<file path="src/hdl/mmg_pkg.sv">
// Shared constants and types for the min/max gray normalizer.
`default_nettype none
package mmg_pkg;

  // Default sample width.
  localparam int unsigned SAMPLE_BITS_DEF = 32;
  // Output gray level width.
  localparam int unsigned LEVEL_BITS = 8;
  // Entries in the queue between front and back (power of two).
  localparam int unsigned QUEUE_DEPTH = 2;
  // Quotient bits produced by the scaler, one per step.
  localparam int unsigned STEP_COUNT = 8;
  localparam int unsigned STEP_BITS = $clog2(STEP_COUNT);

  // Classification of a convert item, decided in the front.
  localparam int unsigned KIND_BITS = 2;
  typedef enum logic [KIND_BITS-1:0] {
    KIND_FLAT = 2'd0,  // max <= min: level 0, flat flag
    KIND_LOW  = 2'd1,  // sample below min: level 0
    KIND_HIGH = 2'd2,  // sample at or above max: level 255
    KIND_DIV  = 2'd3   // in range: scaled division
  } kind_e;

  // Saturated full-scale level.
  localparam logic [LEVEL_BITS-1:0] LEVEL_MAX = '1;

endpackage : mmg_pkg
`default_nettype wire

</file>
<file path="src/hdl/mmg_if.sv">
// Handshake interfaces for the sample, result and configuration channels.
`default_nettype none
interface mmg_in_if #(
  parameter int unsigned SAMPLE_BITS = mmg_pkg::SAMPLE_BITS_DEF
);
  logic                          valid;
  logic                          ready;
  logic                          operation;
  logic                          frame_start;
  logic signed [SAMPLE_BITS-1:0] sample;

  modport source (output valid, operation, frame_start, sample, input ready);
  modport sink   (input valid, operation, frame_start, sample, output ready);
endinterface : mmg_in_if

interface mmg_out_if;
  logic                            valid;
  logic                            ready;
  logic [mmg_pkg::LEVEL_BITS-1:0]  level;
  logic                            flat_range;

  modport source (output valid, level, flat_range, input ready);
  modport sink   (input valid, level, flat_range, output ready);
endinterface : mmg_out_if

interface mmg_cfg_if;
  logic valid;
  logic ready;
  logic clamp_negative;

  modport source (output valid, clamp_negative, input ready);
  modport sink   (input valid, clamp_negative, output ready);
endinterface : mmg_cfg_if
`default_nettype wire

</file>
<file path="src/hdl/minmax_gray_normalizer.sv">
// Top level: min/max gray normalizer (front end, queue, scaler back end).
// Scan items are taken one per cycle while the queue has room; no result.
// Convert items: a saturated or flat item goes from pop straight to the hold
// state and the output register; an in-range item passes pop, the 8-step serial
// scaler, correction and output load. The back end takes one convert item at a time.
// Reset (rst_ni low, asynchronous) clears min/max, clamp mode and the queue.
`default_nettype none
module minmax_gray_normalizer #(
  parameter int unsigned SAMPLE_BITS = mmg_pkg::SAMPLE_BITS_DEF
) (
  input  wire logic clk_i,
  input  wire logic rst_ni,
  mmg_cfg_if.sink   cfg_i,
  mmg_in_if.sink    in_i,
  mmg_out_if.source out_o
);

  localparam int unsigned ENTRY_BITS = mmg_pkg::KIND_BITS + 2 * SAMPLE_BITS;

  logic                  push, pop, full, empty;
  logic [ENTRY_BITS-1:0] push_data, pop_data;
  logic                  in_ready;

  assign cfg_i.ready = 1'b1;
  assign in_i.ready  = in_ready;

  mmg_front #(
    .SAMPLE_BITS (SAMPLE_BITS)
  ) u_front (
    .clk_i         (clk_i),
    .rst_ni        (rst_ni),
    .cfg_we_i      (cfg_i.valid),
    .cfg_clamp_i   (cfg_i.clamp_negative),
    .in_valid_i    (in_i.valid),
    .in_ready_o    (in_ready),
    .operation_i   (in_i.operation),
    .frame_start_i (in_i.frame_start),
    .sample_i      (in_i.sample),
    .push_o        (push),
    .push_data_o   (push_data),
    .full_i        (full)
  );

  mmg_queue #(
    .DATA_BITS (ENTRY_BITS),
    .DEPTH     (mmg_pkg::QUEUE_DEPTH)
  ) u_queue (
    .clk_i       (clk_i),
    .rst_ni      (rst_ni),
    .push_i      (push),
    .push_data_i (push_data),
    .full_o      (full),
    .pop_i       (pop),
    .pop_data_o  (pop_data),
    .empty_o     (empty)
  );

  mmg_back #(
    .SAMPLE_BITS (SAMPLE_BITS)
  ) u_back (
    .clk_i        (clk_i),
    .rst_ni       (rst_ni),
    .empty_i      (empty),
    .pop_data_i   (pop_data),
    .pop_o        (pop),
    .out_valid_o  (out_o.valid),
    .out_ready_i  (out_o.ready),
    .level_o      (out_o.level),
    .flat_range_o (out_o.flat_range)
  );

endmodule : minmax_gray_normalizer
`default_nettype wire

</file>
<file path="src/hdl/mmg_front.sv">
// Front end: clamps samples, tracks running min/max, classifies convert items.
`default_nettype none
module mmg_front #(
  parameter int unsigned SAMPLE_BITS = mmg_pkg::SAMPLE_BITS_DEF
) (
  input  wire logic                          clk_i,
  input  wire logic                          rst_ni,
  // configuration write
  input  wire logic                          cfg_we_i,
  input  wire logic                          cfg_clamp_i,
  // input items
  input  wire logic                          in_valid_i,
  output logic                               in_ready_o,
  input  wire logic                          operation_i,
  input  wire logic                          frame_start_i,
  input  wire logic signed [SAMPLE_BITS-1:0] sample_i,
  // queue push
  output logic                               push_o,
  output logic [mmg_pkg::KIND_BITS+2*SAMPLE_BITS-1:0] push_data_o,
  input  wire logic                          full_i
);

  logic                          clamp_q;
  logic signed [SAMPLE_BITS-1:0] min_q, min_d;
  logic signed [SAMPLE_BITS-1:0] max_q, max_d;
  logic signed [SAMPLE_BITS-1:0] v;
  logic signed [SAMPLE_BITS-1:0] base_min, base_max;
  logic [SAMPLE_BITS:0]          diff_d, diff_r;
  mmg_pkg::kind_e                kind;
  logic                          accept;

  assign in_ready_o = !full_i;
  assign accept     = in_valid_i && in_ready_o;

  // Negative clamp
  always_comb begin
    v = sample_i;
    if (clamp_q && sample_i[SAMPLE_BITS-1]) begin
      v = '0;
    end
  end

  // Scan: optional frame restart, then fold the sample in
  always_comb begin
    base_min = min_q;
    base_max = max_q;
    if (frame_start_i) begin
      base_min = '0;
      base_max = v;
    end
    min_d = (v < base_min) ? v : base_min;
    max_d = (base_max < v) ? v : base_max;
  end

  // Convert: classify against the current range
  always_comb begin
    diff_d = {v[SAMPLE_BITS-1], v} - {min_q[SAMPLE_BITS-1], min_q};
    diff_r = {max_q[SAMPLE_BITS-1], max_q} - {min_q[SAMPLE_BITS-1], min_q};
    priority if (!(min_q < max_q)) begin
      kind = mmg_pkg::KIND_FLAT;
    end else if (v < min_q) begin
      kind = mmg_pkg::KIND_LOW;
    end else if (!(v < max_q)) begin
      kind = mmg_pkg::KIND_HIGH;
    end else begin
      kind = mmg_pkg::KIND_DIV;
    end
  end

  assign push_o      = accept && operation_i;
  assign push_data_o = {kind, diff_d[SAMPLE_BITS-1:0], diff_r[SAMPLE_BITS-1:0]};

  // Range state and configuration register
  always_ff @(posedge clk_i or negedge rst_ni) begin
    if (!rst_ni) begin
      clamp_q <= 1'b0;
      min_q   <= '0;
      max_q   <= '0;
    end else begin
      if (cfg_we_i) begin
        clamp_q <= cfg_clamp_i;
      end
      if (accept && !operation_i) begin
        min_q <= min_d;
        max_q <= max_d;
      end
    end
  end

endmodule : mmg_front
`default_nettype wire

</file>
<file path="src/hdl/mmg_queue.sv">
// Small FIFO decoupling the front end from the scaler.
`default_nettype none
module mmg_queue #(
  parameter int unsigned DATA_BITS = 2 * mmg_pkg::SAMPLE_BITS_DEF + mmg_pkg::KIND_BITS,
  parameter int unsigned DEPTH     = mmg_pkg::QUEUE_DEPTH
) (
  input  wire logic                 clk_i,
  input  wire logic                 rst_ni,
  input  wire logic                 push_i,
  input  wire logic [DATA_BITS-1:0] push_data_i,
  output logic                      full_o,
  input  wire logic                 pop_i,
  output logic [DATA_BITS-1:0]      pop_data_o,
  output logic                      empty_o
);

  localparam int unsigned AW = (DEPTH > 1) ? $clog2(DEPTH) : 1;

  logic [DATA_BITS-1:0] mem_q [DEPTH];
  logic [AW-1:0]        wr_ptr_q, rd_ptr_q;
  logic [AW:0]          count_q;

  assign full_o     = (count_q == (AW+1)'(DEPTH));
  assign empty_o    = (count_q == '0);
  assign pop_data_o = mem_q[rd_ptr_q];

  // Storage
  always_ff @(posedge clk_i) begin
    if (push_i && !full_o) begin
      mem_q[wr_ptr_q] <= push_data_i;
    end
  end

  // Pointers and fill count
  always_ff @(posedge clk_i or negedge rst_ni) begin
    if (!rst_ni) begin
      wr_ptr_q <= '0;
      rd_ptr_q <= '0;
      count_q  <= '0;
    end else begin
      if (push_i && !full_o) begin
        wr_ptr_q <= (wr_ptr_q == AW'(DEPTH-1)) ? '0 : wr_ptr_q + 1'b1;
      end
      if (pop_i && !empty_o) begin
        rd_ptr_q <= (rd_ptr_q == AW'(DEPTH-1)) ? '0 : rd_ptr_q + 1'b1;
      end
      unique case ({push_i && !full_o, pop_i && !empty_o})
        2'b10:   count_q <= count_q + 1'b1;
        2'b01:   count_q <= count_q - 1'b1;
        default: count_q <= count_q;
      endcase
    end
  end

endmodule : mmg_queue
`default_nettype wire

</file>
<file path="src/hdl/mmg_back.sv">
// Back end: bit-serial floor(255*d/r) scaler and output register.
`default_nettype none
module mmg_back #(
  parameter int unsigned SAMPLE_BITS = mmg_pkg::SAMPLE_BITS_DEF
) (
  input  wire logic                          clk_i,
  input  wire logic                          rst_ni,
  // queue pop
  input  wire logic                          empty_i,
  input  wire logic [mmg_pkg::KIND_BITS+2*SAMPLE_BITS-1:0] pop_data_i,
  output logic                               pop_o,
  // result items
  output logic                               out_valid_o,
  input  wire logic                          out_ready_i,
  output logic [mmg_pkg::LEVEL_BITS-1:0]     level_o,
  output logic                               flat_range_o
);

  typedef enum logic [1:0] {
    S_IDLE,
    S_DIV,
    S_FIX,
    S_HOLD
  } state_e;

  state_e                           state_q;
  logic [mmg_pkg::STEP_BITS-1:0]    step_q;
  logic [SAMPLE_BITS-1:0]           d_q, r_q, rem_q;
  logic [mmg_pkg::LEVEL_BITS-1:0]   q_q, res_level_q;
  logic                             res_flat_q;
  logic                             out_valid_q;
  logic [mmg_pkg::LEVEL_BITS-1:0]   level_q;
  logic                             flat_q;

  mmg_pkg::kind_e                   pop_kind;
  logic [SAMPLE_BITS-1:0]           pop_d, pop_r;
  logic [SAMPLE_BITS-1:0]           gap;
  logic                             take;
  logic                             out_free;

  assign pop_kind = mmg_pkg::kind_e'(pop_data_i[2*SAMPLE_BITS +: mmg_pkg::KIND_BITS]);
  assign pop_d    = pop_data_i[SAMPLE_BITS +: SAMPLE_BITS];
  assign pop_r    = pop_data_i[0 +: SAMPLE_BITS];

  assign pop_o    = (state_q == S_IDLE) && !empty_i;
  assign out_free = !out_valid_q || out_ready_i;

  // One quotient bit per step: compare rem against r - rem
  assign gap  = r_q - rem_q;
  assign take = (rem_q >= gap);

  assign out_valid_o  = out_valid_q;
  assign level_o      = level_q;
  assign flat_range_o = flat_q;

  always_ff @(posedge clk_i or negedge rst_ni) begin
    if (!rst_ni) begin
      state_q     <= S_IDLE;
      step_q      <= '0;
      d_q         <= '0;
      r_q         <= '0;
      rem_q       <= '0;
      q_q         <= '0;
      res_level_q <= '0;
      res_flat_q  <= 1'b0;
      out_valid_q <= 1'b0;
      level_q     <= '0;
      flat_q      <= 1'b0;
    end else begin
      // output register drains on handshake, unless reloaded below
      if (out_valid_q && out_ready_i && (state_q != S_HOLD)) begin
        out_valid_q <= 1'b0;
      end
      unique case (state_q)
        S_IDLE: begin
          if (!empty_i) begin
            d_q        <= pop_d;
            r_q        <= pop_r;
            rem_q      <= pop_d;
            q_q        <= '0;
            step_q     <= '0;
            res_flat_q <= (pop_kind == mmg_pkg::KIND_FLAT);
            unique case (pop_kind)
              mmg_pkg::KIND_FLAT: begin
                res_level_q <= '0;
                state_q     <= S_HOLD;
              end
              mmg_pkg::KIND_LOW: begin
                res_level_q <= '0;
                state_q     <= S_HOLD;
              end
              mmg_pkg::KIND_HIGH: begin
                res_level_q <= mmg_pkg::LEVEL_MAX;
                state_q     <= S_HOLD;
              end
              default: begin
                state_q <= S_DIV;
              end
            endcase
          end
        end
        S_DIV: begin
          q_q   <= {q_q[mmg_pkg::LEVEL_BITS-2:0], take};
          rem_q <= take ? (rem_q - gap) : {rem_q[SAMPLE_BITS-2:0], 1'b0};
          step_q <= step_q + 1'b1;
          if (step_q == mmg_pkg::STEP_BITS'(mmg_pkg::STEP_COUNT - 1)) begin
            state_q <= S_FIX;
          end
        end
        S_FIX: begin
          // 256*d = q*r + rem, so 255*d = q*r + rem - d
          res_level_q <= (rem_q < d_q) ? (q_q - 1'b1) : q_q;
          state_q     <= S_HOLD;
        end
        S_HOLD: begin
          if (out_free) begin
            out_valid_q <= 1'b1;
            level_q     <= res_level_q;
            flat_q      <= res_flat_q;
            state_q     <= S_IDLE;
          end
        end
        default: begin
          state_q <= S_IDLE;
        end
      endcase
    end
  end

endmodule : mmg_back
`default_nettype wire

</file>
<file path="src/flat_wrapper.sv">
// flat-port wrapper written by rule: the top's interface ports become plain ports
module minmax_gray_normalizer_flat 
#(
  parameter int unsigned SAMPLE_BITS = mmg_pkg::SAMPLE_BITS_DEF
)
  (clk_i, rst_ni, cfg_i_valid, cfg_i_clamp_negative, cfg_i_ready, in_i_valid, in_i_operation, in_i_frame_start, in_i_sample, in_i_ready, out_o_valid, out_o_level, out_o_flat_range, out_o_ready);
  mmg_cfg_if cfg_i_i ();
  mmg_in_if #(.SAMPLE_BITS(SAMPLE_BITS)) in_i_i ();
  mmg_out_if out_o_i ();
  input  wire logic clk_i;
  input  wire logic rst_ni;
  input wire logic [$bits(cfg_i_i.valid)-1:0] cfg_i_valid;
  input wire logic [$bits(cfg_i_i.clamp_negative)-1:0] cfg_i_clamp_negative;
  output wire logic [$bits(cfg_i_i.ready)-1:0] cfg_i_ready;
  input wire logic [$bits(in_i_i.valid)-1:0] in_i_valid;
  input wire logic [$bits(in_i_i.operation)-1:0] in_i_operation;
  input wire logic [$bits(in_i_i.frame_start)-1:0] in_i_frame_start;
  input wire logic [$bits(in_i_i.sample)-1:0] in_i_sample;
  output wire logic [$bits(in_i_i.ready)-1:0] in_i_ready;
  output wire logic [$bits(out_o_i.valid)-1:0] out_o_valid;
  output wire logic [$bits(out_o_i.level)-1:0] out_o_level;
  output wire logic [$bits(out_o_i.flat_range)-1:0] out_o_flat_range;
  input wire logic [$bits(out_o_i.ready)-1:0] out_o_ready;
  assign cfg_i_i.valid = cfg_i_valid;
  assign cfg_i_i.clamp_negative = cfg_i_clamp_negative;
  assign cfg_i_ready = cfg_i_i.ready;
  assign in_i_i.valid = in_i_valid;
  assign in_i_i.operation = in_i_operation;
  assign in_i_i.frame_start = in_i_frame_start;
  assign in_i_i.sample = in_i_sample;
  assign in_i_ready = in_i_i.ready;
  assign out_o_valid = out_o_i.valid;
  assign out_o_level = out_o_i.level;
  assign out_o_flat_range = out_o_i.flat_range;
  assign out_o_i.ready = out_o_ready;
  minmax_gray_normalizer #(.SAMPLE_BITS(SAMPLE_BITS)) u_core (.clk_i(clk_i), .rst_ni(rst_ni), .cfg_i(cfg_i_i), .in_i(in_i_i), .out_o(out_o_i));
endmodule
</file>
<file path="config.mk">
export PLATFORM = sky130hd
export DESIGN_NAME = minmax_gray_normalizer_flat
export DESIGN_NICKNAME = d
export VERILOG_FILES = /design/src/hdl/mmg_pkg.sv /design/src/hdl/mmg_if.sv /design/src/hdl/minmax_gray_normalizer.sv /design/src/hdl/mmg_front.sv /design/src/hdl/mmg_queue.sv /design/src/hdl/mmg_back.sv /design/src/flat_wrapper.sv
export SDC_FILE = /design/constraint.sdc
export NUM_CORES = 1
export LEC_CHECK = 0
export BUFFER_PORTS_ARGS = -buffer_cell sky130_fd_sc_hd__buf_2
export CAP_MARGIN = 20
export CORE_MARGIN = 2
export CORE_UTILIZATION = 30
export CTS_BUF_LIST = sky130_fd_sc_hd__clkbuf_4 sky130_fd_sc_hd__clkbuf_8
export DETAILED_ROUTE_END_ITERATION = 8
export PLACE_DENSITY = 0.56
export SYNTH_ARGS = -nofsm -noshare
export SYNTH_HDL_FRONTEND = slang
export SYNTH_HIERARCHICAL = 1
export SYNTH_SLANG_ARGS = --single-unit
</file>
<file path="constraint.sdc">
create_clock -name clk_i -period 9.62 [get_ports clk_i]
set_input_delay 1.443 -clock clk_i [delete_from_list [all_inputs] [get_ports clk_i]]
set_output_delay 1.443 -clock clk_i [all_outputs]
set_load 0.1 [all_outputs]
</file>
---- Word-level counts from Yosys, hierarchy flattened ----
Memories as Yosys holds them, arrays and structs flattened.
Cells that the tools add are included.
storage, ports and cells
  register bits after elaboration ......... 197
  RAM bits ................................ 132
  input port bits ......................... 40
  memories ................................ 1
operators by class
  $add $sub $neg .......................... 10
  $lt $le $gt $ge ......................... 7
  equality and inequality tests ........... 14
  muxes and demuxes ....................... 32
  bitwise logic cells ..................... 1
  reduce and logical (&&, ||, !) cells .... 27
memories
  name                  depth  bits a word  read ports  clocked after Yosys merged registers in  write ports  RTL line         source
  u_core.u_queue.mem_q  2      66           1           0                                        1            mmg_queue.sv:19  logic [DATA_BITS-1:0] mem_q [DEPTH];
operator list
  kind                 count
  $mux 32              7
  $lt 32x32->1         6
  $sub 32x32->32       4
  $pmux 32 s2          1
  $pmux 8 s2           3
  $ge 32x32->1         1
  $mux 8               3
  $mux 2               6
  $eq 2x2->1 const B   5
  $logic_and 1x1->1    9
  $mux 1               8
  $ne 2x2->1 const B   4
  $pmux 2 s4           1
  $sub 8x1->8 const B  1
  $eq 2x1->1 const B   3
  $logic_not 2->1      3
  $pmux 3 s2           1
  $reduce_and 2->1     3
  $reduce_and 3->1     2
  $reduce_bool 2->1    3
  $logic_not 1->1      4
  $pmux 2 s2           1
  $add 3x1->3 const B  1
  $eq 3x3->1 const B   1
  9 further kinds      10

---- Longest topological paths before layout ----
Gate-level depths: netlist of run 1.
  word-level depth ........................ 7
  mapped depth ............................ 24
  mapped depth without buffers ............ 23

---- Hierarchy ----
The synthesis of run 1 kept the hierarchy.
by module, submodules not included
  module                  instances  cells an instance  area each (um^2)  seq. area each (um^2)
  mmg_back                1          1134               9582.9            3203.1
  mmg_front               1          1132               8908.5            1626.6
  mmg_queue               1          223                5069.9            4063.9
  minmax_gray_normalizer  1          2                  11.3              0.0

---- Worst setup path after synthesis of run 1 ----
Ideal clock, no wire load.
  kind .................................... input-to-reg
  from .................................... input port in_i_operation
  to ...................................... memory u_core/u_queue/mem_q[0][0] in the netlist's numbering, enable pin
  arrival time ............................ 4.463 ns
  slack ................................... 4.667 ns
  stages .................................. 3
  path buffers ............................ 0
  path through ............................ and3_1 -> nand2_1 -> nor2_1
on the way
  word-level cells in the longest chain between the ends .. 4
RTL lines
  item                          RTL line            source
  from (decl)                   flat_wrapper.sv:16  input wire logic [$bits(in_i_i.operation)-1:0] in_i_operation;
  $logic_and 1x1->1             mmg_front.sv:70     assign push_o = accept && operation_i;
  $logic_and 1x1->1             mmg_queue.sv:29     if (push_i && !full_o) begin
  $mux 1                        mmg_queue.sv:29
  $mux 1 (not written as such)  mmg_queue.sv:30     mem_q[wr_ptr_q] <= push_data_i;
  to (decl)                     mmg_queue.sv:19
Every way passes these cells.

---- Worst setup path after layout of run 1 ----
  from .................................... register u_core.u_back.rem_q[1]
  to ...................................... register u_core.u_back.rem_q[7]
on the way
  word-level cells in the longest chain between the ends .. 4
  elaborated cells between the ends (all ways) .. 5
  classes of those cells .................. add/sub: 2; order compare: 1; mux: 2
RTL lines
  item                                                   RTL line                         source
  from (decl)                                            mmg_back.sv:28                   logic [SAMPLE_BITS-1:0] d_q, r_q, rem_q;
  from (signal assigned)                                 mmg_back.sv:79                   rem_q <= pop_d;
  from (signal assigned)                                 mmg_back.sv:104                  rem_q <= take ? (rem_q - gap) : {rem_q[SAMPLE_BITS-2:0], 1'b0};
  $sub 32x32->32                                         mmg_back.sv:49                   assign gap = r_q - rem_q;
  $sub 32x32->32 / $ge 32x32->1 (equally long branches)  mmg_back.sv:104, mmg_back.sv:50
  $mux 32 *                                              mmg_back.sv:104
  $pmux 32 s2 *                                          mmg_back.sv:74                   unique case (state_q)
Mark *: on every way between the ends. The rest lies on a longest branch, timed or not.
A chain may end at the register's enable or synchronous reset.

==> run metrics, run 1 <==
ANT nets after route 0; number of H-tree levels 2; Skew-Pair Late Insertion Delay 0.67 ns; Synth Net Count 2,779; first-pass GRT wire length 97,900 microns; final instance area 26,200 sq um; Die Wd 284 microns; critical path class flop to flop; top post-synthesis cells by area dfrtp_1, edfxtp_1, ha_1, nand2_1, o21ai_0; Final HPWL DP 46,700 microns; HP Class flop to flop; number of synthesized register bits 329; # setup viols final 0; # fillers 8,173; largest net degree at the start of global routing 75; crit path launch u_core/u_back/rem_q[1]; initial antenna violation count 1; Resize count post-CTS 0; Critical Path AT 6.27 ns; gpl congestion 0.872; WP data required 10.18 ns; Tightest Pin Transition 0.942 ns; Root Driver clkbuf_8; EDFF count, synth 132; P&R area growth vs syn 11.2%; final net count 2,822; Starting Density 30.4%; area leader, netlist dfrtp_1; CP peak stage delay 0.55 ns; Startpoint Class flop; hold path start u_core/u_back/res_flat_q; post-route clock period utilization 59.3%; number of port buffers 50; initial DRC count 1,269; Sink Count 329; io pins 52; fmax 175 MHz; Post-synth ARST share 59.9%; Max Cap Viol 0; layout cells sized above 1 11.3%; Clock Skew 0.0374 ns; DRC Markers 0; worst r2r src u_core/u_back/rem_q[1]; outcome completed; synthesized area per cell 9.46 sq um; CP cell instances inv_1, ha_1, nor2b_1, o31a_1, o311ai_1, a31oi_1, o31a_1, o21ai_0, nand2b_1, a21oi_1, xor2_1, ha_1, and3_1, nand2_1, nor2_1, nand3_1, a2111oi_4, buf_4, nor2_2, buf_4, or3_1, a32o_1; synth unique cells 99; First-pass DRT Iterations 5; area post-placement 24,900 sq um; wire per inst 17.0 microns; vias per inst 4.98; Worst path top cell family by delay compound AO/OA/AOI/OAI gates; RSZ-0062 raised after global routing no; most common cell in the netlist nand2_1; Post-CTS Hold Buffers 0; Syn. warnings 6; Die Ht 284 microns; Worst setup EP type flop; Post-synth top flop dfrtp_1; multi-input logic area 13,500 sq um; post-synth top area share 20.9%; Overflow after GRT 0; final hold viol count 0; via count 18,000; total CTS buffers 60; setup TNS 0 ns; synth cell count leaders nand2_1, ha_1, inv_1; All-Layer GR Usage 15.0%; clock-pin slew on the worst setup and hold paths 0.06 ns; Netlist Area Pre-Place 23,600 sq um; flip-flop and latch area 8900 sq um; critical path buffer and inverter count 3; Cells after Synth 2,491; vias in the first global route 17,500; post-CTS setup buffers 0; CTS tree yes; register area share after synthesis 37.7%; min cycle time layout 5.70 ns; CP max stage cell o311ai_1; clk buf depth 3; Max FO, Critical Path 23; Core ar. 77,600 sq um; Rows 102; WL final 61,700 microns; final slew viol count 0; die area 80,800 sq um; relative slew slack 37.1%
[state kept, by name (all words and copies together) (netlist names)]
signal	cells
u_core/u_front/min_q	32
u_core/u_back/d_q	32
u_core/u_back/r_q	32
u_core/u_back/rem_q	32
u_core/u_back/flat_range_o	1
u_core/u_front/max_q	32
u_core/u_queue/wr_ptr_q	1
u_core/u_back/state_q	2
u_core/u_back/out_valid_o	1
u_core/u_queue/rd_ptr_q	1
u_core/u_back/step_q	3
u_core/u_back/res_flat_q	1
u_core/u_queue/count_q	2
u_core/u_back/level_o	8
u_core/u_queue/mem_q	132
u_core/u_front/clamp_q	1
u_core/u_back/q_q	8
u_core/u_back/res_level_q	8
[area by class of cell]
cell class	count	share of cell area (%)
well taps	1040	4.97
multi-input cells	1857	51.5
clock buffers	90	4.30
repair buffers	71	1.59
flip-flops and latches	329	33.9
clock inverters	22	0.659
inverters	215	3.08
diodes	1	0.00955
[per-stage QoR]
stage / setup slack [ns] / util [%] / instances / hold WS (ns)
2_1_floorplan: 4.67 / - / 2491 / 0.444
3_3_place_gp: 3.96 / 32.1 / 3511 / 0.463
3_5_place_dp: 3.89 / 32.1 / 3511 / 0.467
4_1_cts: 3.86 / 33.8 / 3623 / 0.480
5_1_grt: 3.45 / 33.8 / 3625 / 0.509
6_report: 3.92 / 33.8 / 3625 / 0.476
[per-layer routing]
layer / vias to the layer above / wire length [microns] / global-route usage, %
met1: 8559 / 31700 / 22.2
li1: 9071 / - / -
met3: 71 / 2210 / 1.92
met5: - / 0 / 0
met2: 338 / 26400 / 22.8
met4: 0 / 1410 / 4.09
[cells by family after synthesis]
group / after synthesis / share of synthesized area (%)
flops: 329 / 37.7
mux: 156 / 7.53
xor+xnor: 119 / 4.42
compound gates: 677 / 18.8
fa+ha+maj: 255 / 13.6
buf+inv: 305 / 5.24
other cells: 1 / 0.0159
simple gates: 649 / 12.7
[worst paths after layout]
kind	endpoint	slack, ns	cells past startpoint
worst max-delay path	u_core/u_back/rem_q[7]	3.92	22
worst max register to register	u_core/u_back/rem_q[7]	3.92	22
worst min register to register	u_core/u_back/res_flat_q	0.48	2
min in group asynchronous	u_core/u_back/level_o[4]	0.78	1
worst min-delay path	u_core/u_back/res_flat_q	0.48	2
max in group asynchronous	u_core/u_back/rem_q[1]	7.43	2
[layout by cell type, fill, tap and decap left out, types with 31 or more instances in the layout]
master    instances
mux2_2           47
mux2_4           31
o21ai_0         174
nand2_1         312
a21o_1          102
buf_2            49
edfxtp_1        132
xor2_1           50
nor2_1           98
clkbuf_8         73
inv_1           214
dfrtp_1         196
mux2i_1          78
nand3_1          47
nand4_1          35
a21oi_1         156
ha_1            245
xnor2_1          69
and3_1           34
[worst reg2reg max path: stages, from the launching register on]
cell and delay, ns:
dfrtp_1 0.49, inv_1 0.12, ha_1 0.28, nor2b_1 0.14, o31a_1 0.27, o311ai_1 0.55
a31oi_1 0.17, o31a_1 0.27, o21ai_0 0.28, nand2b_1 0.09, a21oi_1 0.18, xor2_1 0.09
ha_1 0.40, and3_1 0.23, nand2_1 0.09, nor2_1 0.19, nand3_1 0.15, a2111oi_4 0.37
buf_4 0.30, nor2_2 0.05, buf_4 0.26, or3_1 0.40, a32o_1 0.23
Power of run 1 is left out: the tool's default activity adds up to more than one toggle a clock period on the data nets, which glitch-free logic cannot reach.
==> inputs of run 2 (changes only) <==
--- a/config.mk
+++ b/config.mk
@@ -5,6 +5,7 @@
 export SDC_FILE = /design/constraint.sdc
 export NUM_CORES = 1
 export LEC_CHECK = 0
+export ABC_AREA = 1
 export BUFFER_PORTS_ARGS = -buffer_cell sky130_fd_sc_hd__buf_2
 export CAP_MARGIN = 20
 export CORE_MARGIN = 2
==> constraint.sdc (replaced) <==
create_clock -name clk_i -period 5.8 [get_ports clk_i]
set_input_delay 0.87 -clock clk_i [delete_from_list [all_inputs] [get_ports clk_i]]
set_output_delay 0.87 -clock clk_i [all_outputs]
set_load 0.1 [all_outputs]
==> run metrics, run 2 <==
most frequent CP cell nand2_1; P&R area growth vs syn 10.6%; initial DRC count 1,708; flip-flop and latch area 8890 sq um; Die Wd 299 microns; Starting Density 30.2%; First-pass DRT Iterations 5; relative slew slack 32.7%; Core ar. 86,500 sq um; CP peak stage delay 0.46 ns; final net count 3,954; Post-Place Worst Slack 0.998 ns; Rows 108; layout cells sized above 1 8.08%; final core utilization 33.4%; clock-pin slew on the worst setup and hold paths 0.06 ns; fmax 206 MHz; CP cell instances inv_1, ha_1, inv_1, fa_1, nand3_1, nand2_1, a21oi_1, o21ai_0, a21oi_1, inv_1, nand2_1, nand2_1, nand2_1, nand2_1, ha_1, inv_2, nor3_2, and2_2, and2_1, nand2_4, nand2_4, nand2_4, or2_0, a21oi_1; Post-synth ARST share 59.9%; Die Ht 299 microns; number of H-tree levels 3; post-route clock period utilization 83.8%; HP Class input port to asynchronous set/reset pin; Critical Path AT 5.42 ns; total CTS buffers 66; synthesized area per cell 7.21 sq um; largest net degree at the start of global routing 89; # setup viols final 0; register area share after synthesis 34.0%; synth cell count leaders nand2_1, inv_1, nand3_1; Syn. warnings 6; Max Cap Viol 0; area leader, netlist dfrtp_1; Cells after Synth 3,624; setup TNS 0 ns; Resize count post-CTS 0; Post-synth top flop dfrtp_1; post-synth top area share 18.9%; number of synthesized register bits 329; Largest Register u_core/u_queue/mem_q; io pins 52; DRC Markers 0; wire per inst 15.6 microns; Root Driver clkbuf_8; RSZ-0062 raised after global routing no; vias per inst 4.75; post-CTS setup buffers 0; number of port buffers 50; gpl congestion 0.953; WP data required 6.35 ns; synth unique cells 64; top post-synthesis cells by area dfrtp_1, nand2_1, edfxtp_1, ha_1, inv_1; ANT cells 0; fin worst setup slack 0.937 ns; multi-input logic area 14,800 sq um; Final HPWL DP 57,900 microns; outcome completed; first-pass GRT wire length 122,000 microns; most common cell after layout, fill and taps aside nand2_1; vias in the first global route 22,600; Startpoint Class flop; Netlist Area Pre-Place 26,100 sq um; most common cell in the netlist nand2_1; Worst setup EP type flop; ANT nets after route 0; Clock Skew 0.0427 ns; Overflow after GRT 0; die area 89,500 sq um; Sink Count 329; Max FO, Critical Path 32; clk buf depth 3; final slew viol count 0; Tightest Pin Transition 1.00 ns; Post-CTS Hold Buffers 0; All-Layer GR Usage 16.9%; Synth Net Count 3,912; via count 23,100; most frequent cells in the layout nand2_1, inv_1, nand3_1, a21oi_1, ha_1; final hold viol count 0; Skew-Pair Late Insertion Delay 0.65 ns; EDFF count, synth 132; max reg flops 132; WL final 75,900 microns; critical path class flop to flop; CTS tree yes; CP max stage cell nand2_4; initial antenna violation count 0; # fillers 9,372; min cycle time layout 4.86 ns
run 2: cell count changes after synthesis, sizes merged, moves of 24 or more:
cell,previous run,this run
a21o,102,17
a21oi,157,255
and3,35,3
buf,26,53
inv,214,491
mux2,78,1
mux2i,78,0
nand2,312,1251
nand3,47,307
nor2,101,209
o21ai,190,144
xnor2,69,45
run 2: worst paths after layout:
kind	from	endpoint	slack, ns	cells after the start
setup / recovery	u_core/u_back/r_q[0]	u_core/u_back/rem_q[0]	0.94	24
hold / removal	rst_ni	u_core/u_front/max_q[30]	0.31	1
setup reg to reg	u_core/u_back/r_q[0]	u_core/u_back/rem_q[0]	0.94	24
hold reg to reg	u_core/u_queue/count_q[1]	u_core/u_queue/count_q[1]	0.47	2
max in group asynchronous	rst_ni	u_core/u_queue/rd_ptr_q	4.12	2
min in group clk_i	cfg_i_clamp_negative	u_core/u_front/clamp_q	0.47	3
run 2: final cells by class:
type / count / area share (%)
well taps: 1155 / 5.00
inverters: 493 / 6.41
multi-input cells: 2704 / 51.4
clock buffers: 99 / 4.15
repair buffers: 72 / 1.51
clock inverters: 18 / 0.779
flip-flops and latches: 329 / 30.8
run 2: kinds of logic after synthesis:
| group | count (synthesis) | share of synthesized area (%) |
|---|---|---|
| and+or+nand+nor | 1844 | 30.4 |
| buffers and inverters | 591 | 9.25 |
| AOI/OAI and AO/OA | 508 | 10.9 |
| DFF | 329 | 34.0 |
| adders and majority gates | 248 | 12.0 |
| xor gates and xnor gates | 102 | 3.42 |
| other | 1 | 0.0144 |
| muxes | 1 | 0.0431 |
run 2: per-layer routing:
layer  wire (microns)  up-vias  share of wire (%)  track usage [%]
li1                 -    11900                  -                -
met1            37400    10700                 49             24.0
met2            33600      452                 44             26.8
met3             2720      122                3.6             1.98
met4             2160        0                2.8             5.35
met5                0        -                  0                0
run 2: metrics by stage:
stage	area [sq um]	hold WS [ns]	std cells
floorplan	26100	0.442	3624
global route	28900	0.339	4870
detailed placement	27500	0.467	4753
global placement	27500	0.460	4753
finish	28900	0.308	4870
CTS	28900	0.303	4870
run 2: worst max-delay path: cells and delay by family, from the launching register on:
kind                     cells  cell delay [ns]
AO/OA/AOI/OAI                4             0.98
adder cells (fa/ha/maj)      3             0.88
buffers and inverters        4             0.33
flip-flops                   1             0.38
AND/OR/NAND/NOR             13             2.22
Power of run 2 is left out for the same reason.
==> inputs of run 3 (changes only) <==
==> constraint.sdc (replaced) <==
create_clock -name clk_i -period 4.6 [get_ports clk_i]
set_input_delay 0.69 -clock clk_i [delete_from_list [all_inputs] [get_ports clk_i]]
set_output_delay 0.69 -clock clk_i [all_outputs]
set_load 0.1 [all_outputs]
==> run metrics, run 3 (same netlist as run 2, synthesis figures left out) <==
outcome completed; Skew-Pair Late Insertion Delay 0.68 ns; fin worst setup slack 0.377 ns; Max FO, Critical Path 24; final slew viol count 0; # setup viols final 0; vias in the first global route 22,700; Rows 108; Critical Path AT 4.78 ns; Starting Density 30.2%; Tightest Pin Transition 0.967 ns; first-pass GRT wire length 125,000 microns; Overflow after GRT 0; final net count 3,964; vias per inst 4.74; wire per inst 16.0 microns; post-CTS setup buffers 0; area post-placement 27,600 sq um; fmax 237 MHz; io pins 52; gpl congestion 0.945; largest net degree at the start of global routing 99; post-route clock period utilization 91.8%; Startpoint Class flop; Die Ht 299 microns; layout cells sized above 1 8.03%; WL final 78,000 microns; Core ar. 86,500 sq um; Sink Count 329; ANT cells 0; clk buf depth 3; setup TNS 0 ns; ANT nets after route 0; most frequent cells in the layout nand2_1, inv_1, nand3_1, a21oi_1, ha_1; number of H-tree levels 2; Die Wd 299 microns; Final HPWL DP 60,000 microns; via count 23,100; DRC Markers 0; HP Class input port to asynchronous set/reset pin; min cycle time layout 4.22 ns; total CTS buffers 61; CTS tree yes; Max Cap Viol 0; Clock Skew 0.0244 ns; max reg flops 132; clock-pin slew on the worst setup and hold paths 0.07 ns; final hold viol count 0; WP data required 5.16 ns; First-pass DRT Iterations 6; final instance area 28,800 sq um; number of port buffers 50; Post-Place Worst Slack 0.334 ns; Root Driver clkbuf_8; R2R depth 25; Worst setup EP type flop; die area 89,500 sq um; P&R area growth vs syn 10.2%; Largest Register u_core/u_queue/mem_q; relative slew slack 35.5%; initial antenna violation count 0; critical path class flop to flop; initial DRC count 1,856; final core utilization 33.3%; All-Layer GR Usage 17.3%; RSZ-0062 raised after global routing no; most common cell after layout, fill and taps aside nand2_1
run 3: routing by layer:
metal / vias up / global-route usage (%) / share of wire (%)
met2: 447 / 27.9 / 45
met3: 126 / 1.80 / 3.6
li1: 11900 / - / -
met4: 0 / 5.11 / 2.7
met5: - / 0 / 0
met1: 10700 / 24.5 / 49
run 3: timing repair:
item                       4_1_cts  5_1_grt
resized for setup                0        1
setup endpoints to repair        0        6
hold buffers                     0        0
run 3: final timing paths:
path,start,to,slack [ns]
max,u_core/u_back/r_q[0],u_core/u_back/rem_q[24],0.38
min reg2reg,u_core/u_back/step_q[0],u_core/u_back/step_q[0],0.48
min in group clk_i,cfg_i_clamp_negative,u_core/u_front/clamp_q,0.23
max reg2reg,u_core/u_back/r_q[0],u_core/u_back/rem_q[24],0.38
min,rst_ni,u_core/u_front/max_q[27],0.05
max in group asynchronous,rst_ni,u_core/u_back/rem_q[27],3.52
run 3: critical path, stage by stage, from the launching register on:
cell	delay (ns)
dfrtp_1	0.39
inv_1	0.08
ha_1	0.15
inv_1	0.06
fa_1	0.39
nand3_1	0.10
nand2_1	0.10
a21oi_1	0.21
o21ai_0	0.23
a21oi_1	0.30
inv_1	0.10
nand2_1	0.09
nand2_1	0.05
nand2_1	0.05
nand2_1	0.06
ha_1	0.35
inv_2	0.07
nor3_2	0.23
and2_2	0.23
and2_1	0.18
nand2_4	0.07
nand2_4	0.14
buf_12	0.20
nand3_1	0.11
nand3_1	0.11
a21oi_1	0.07
run 3: final cells by class:
class / count / area [sq um]
Inverter: 493 / 1850
Clock buffer: 77 / 966
Timing Repair Buffer: 87 / 591
Clock inverter: 35 / 200
Sequential cell: 329 / 8890
Fill cell: 9407 / 57700
Multi-Input combinational cell: 2704 / 14800
Tap cell: 1155 / 1450
run 3: stage by stage:
stage / instances / hold WS [ns]
2_1_floorplan: 3624 / 0.394
3_3_place_gp: 4767 / 0.460
3_5_place_dp: 4767 / 0.466
4_1_cts: 4879 / 0.0186
5_1_grt: 4880 / 0.0644
6_report: 4880 / 0.0513
Power of run 3 is left out for the same reason.
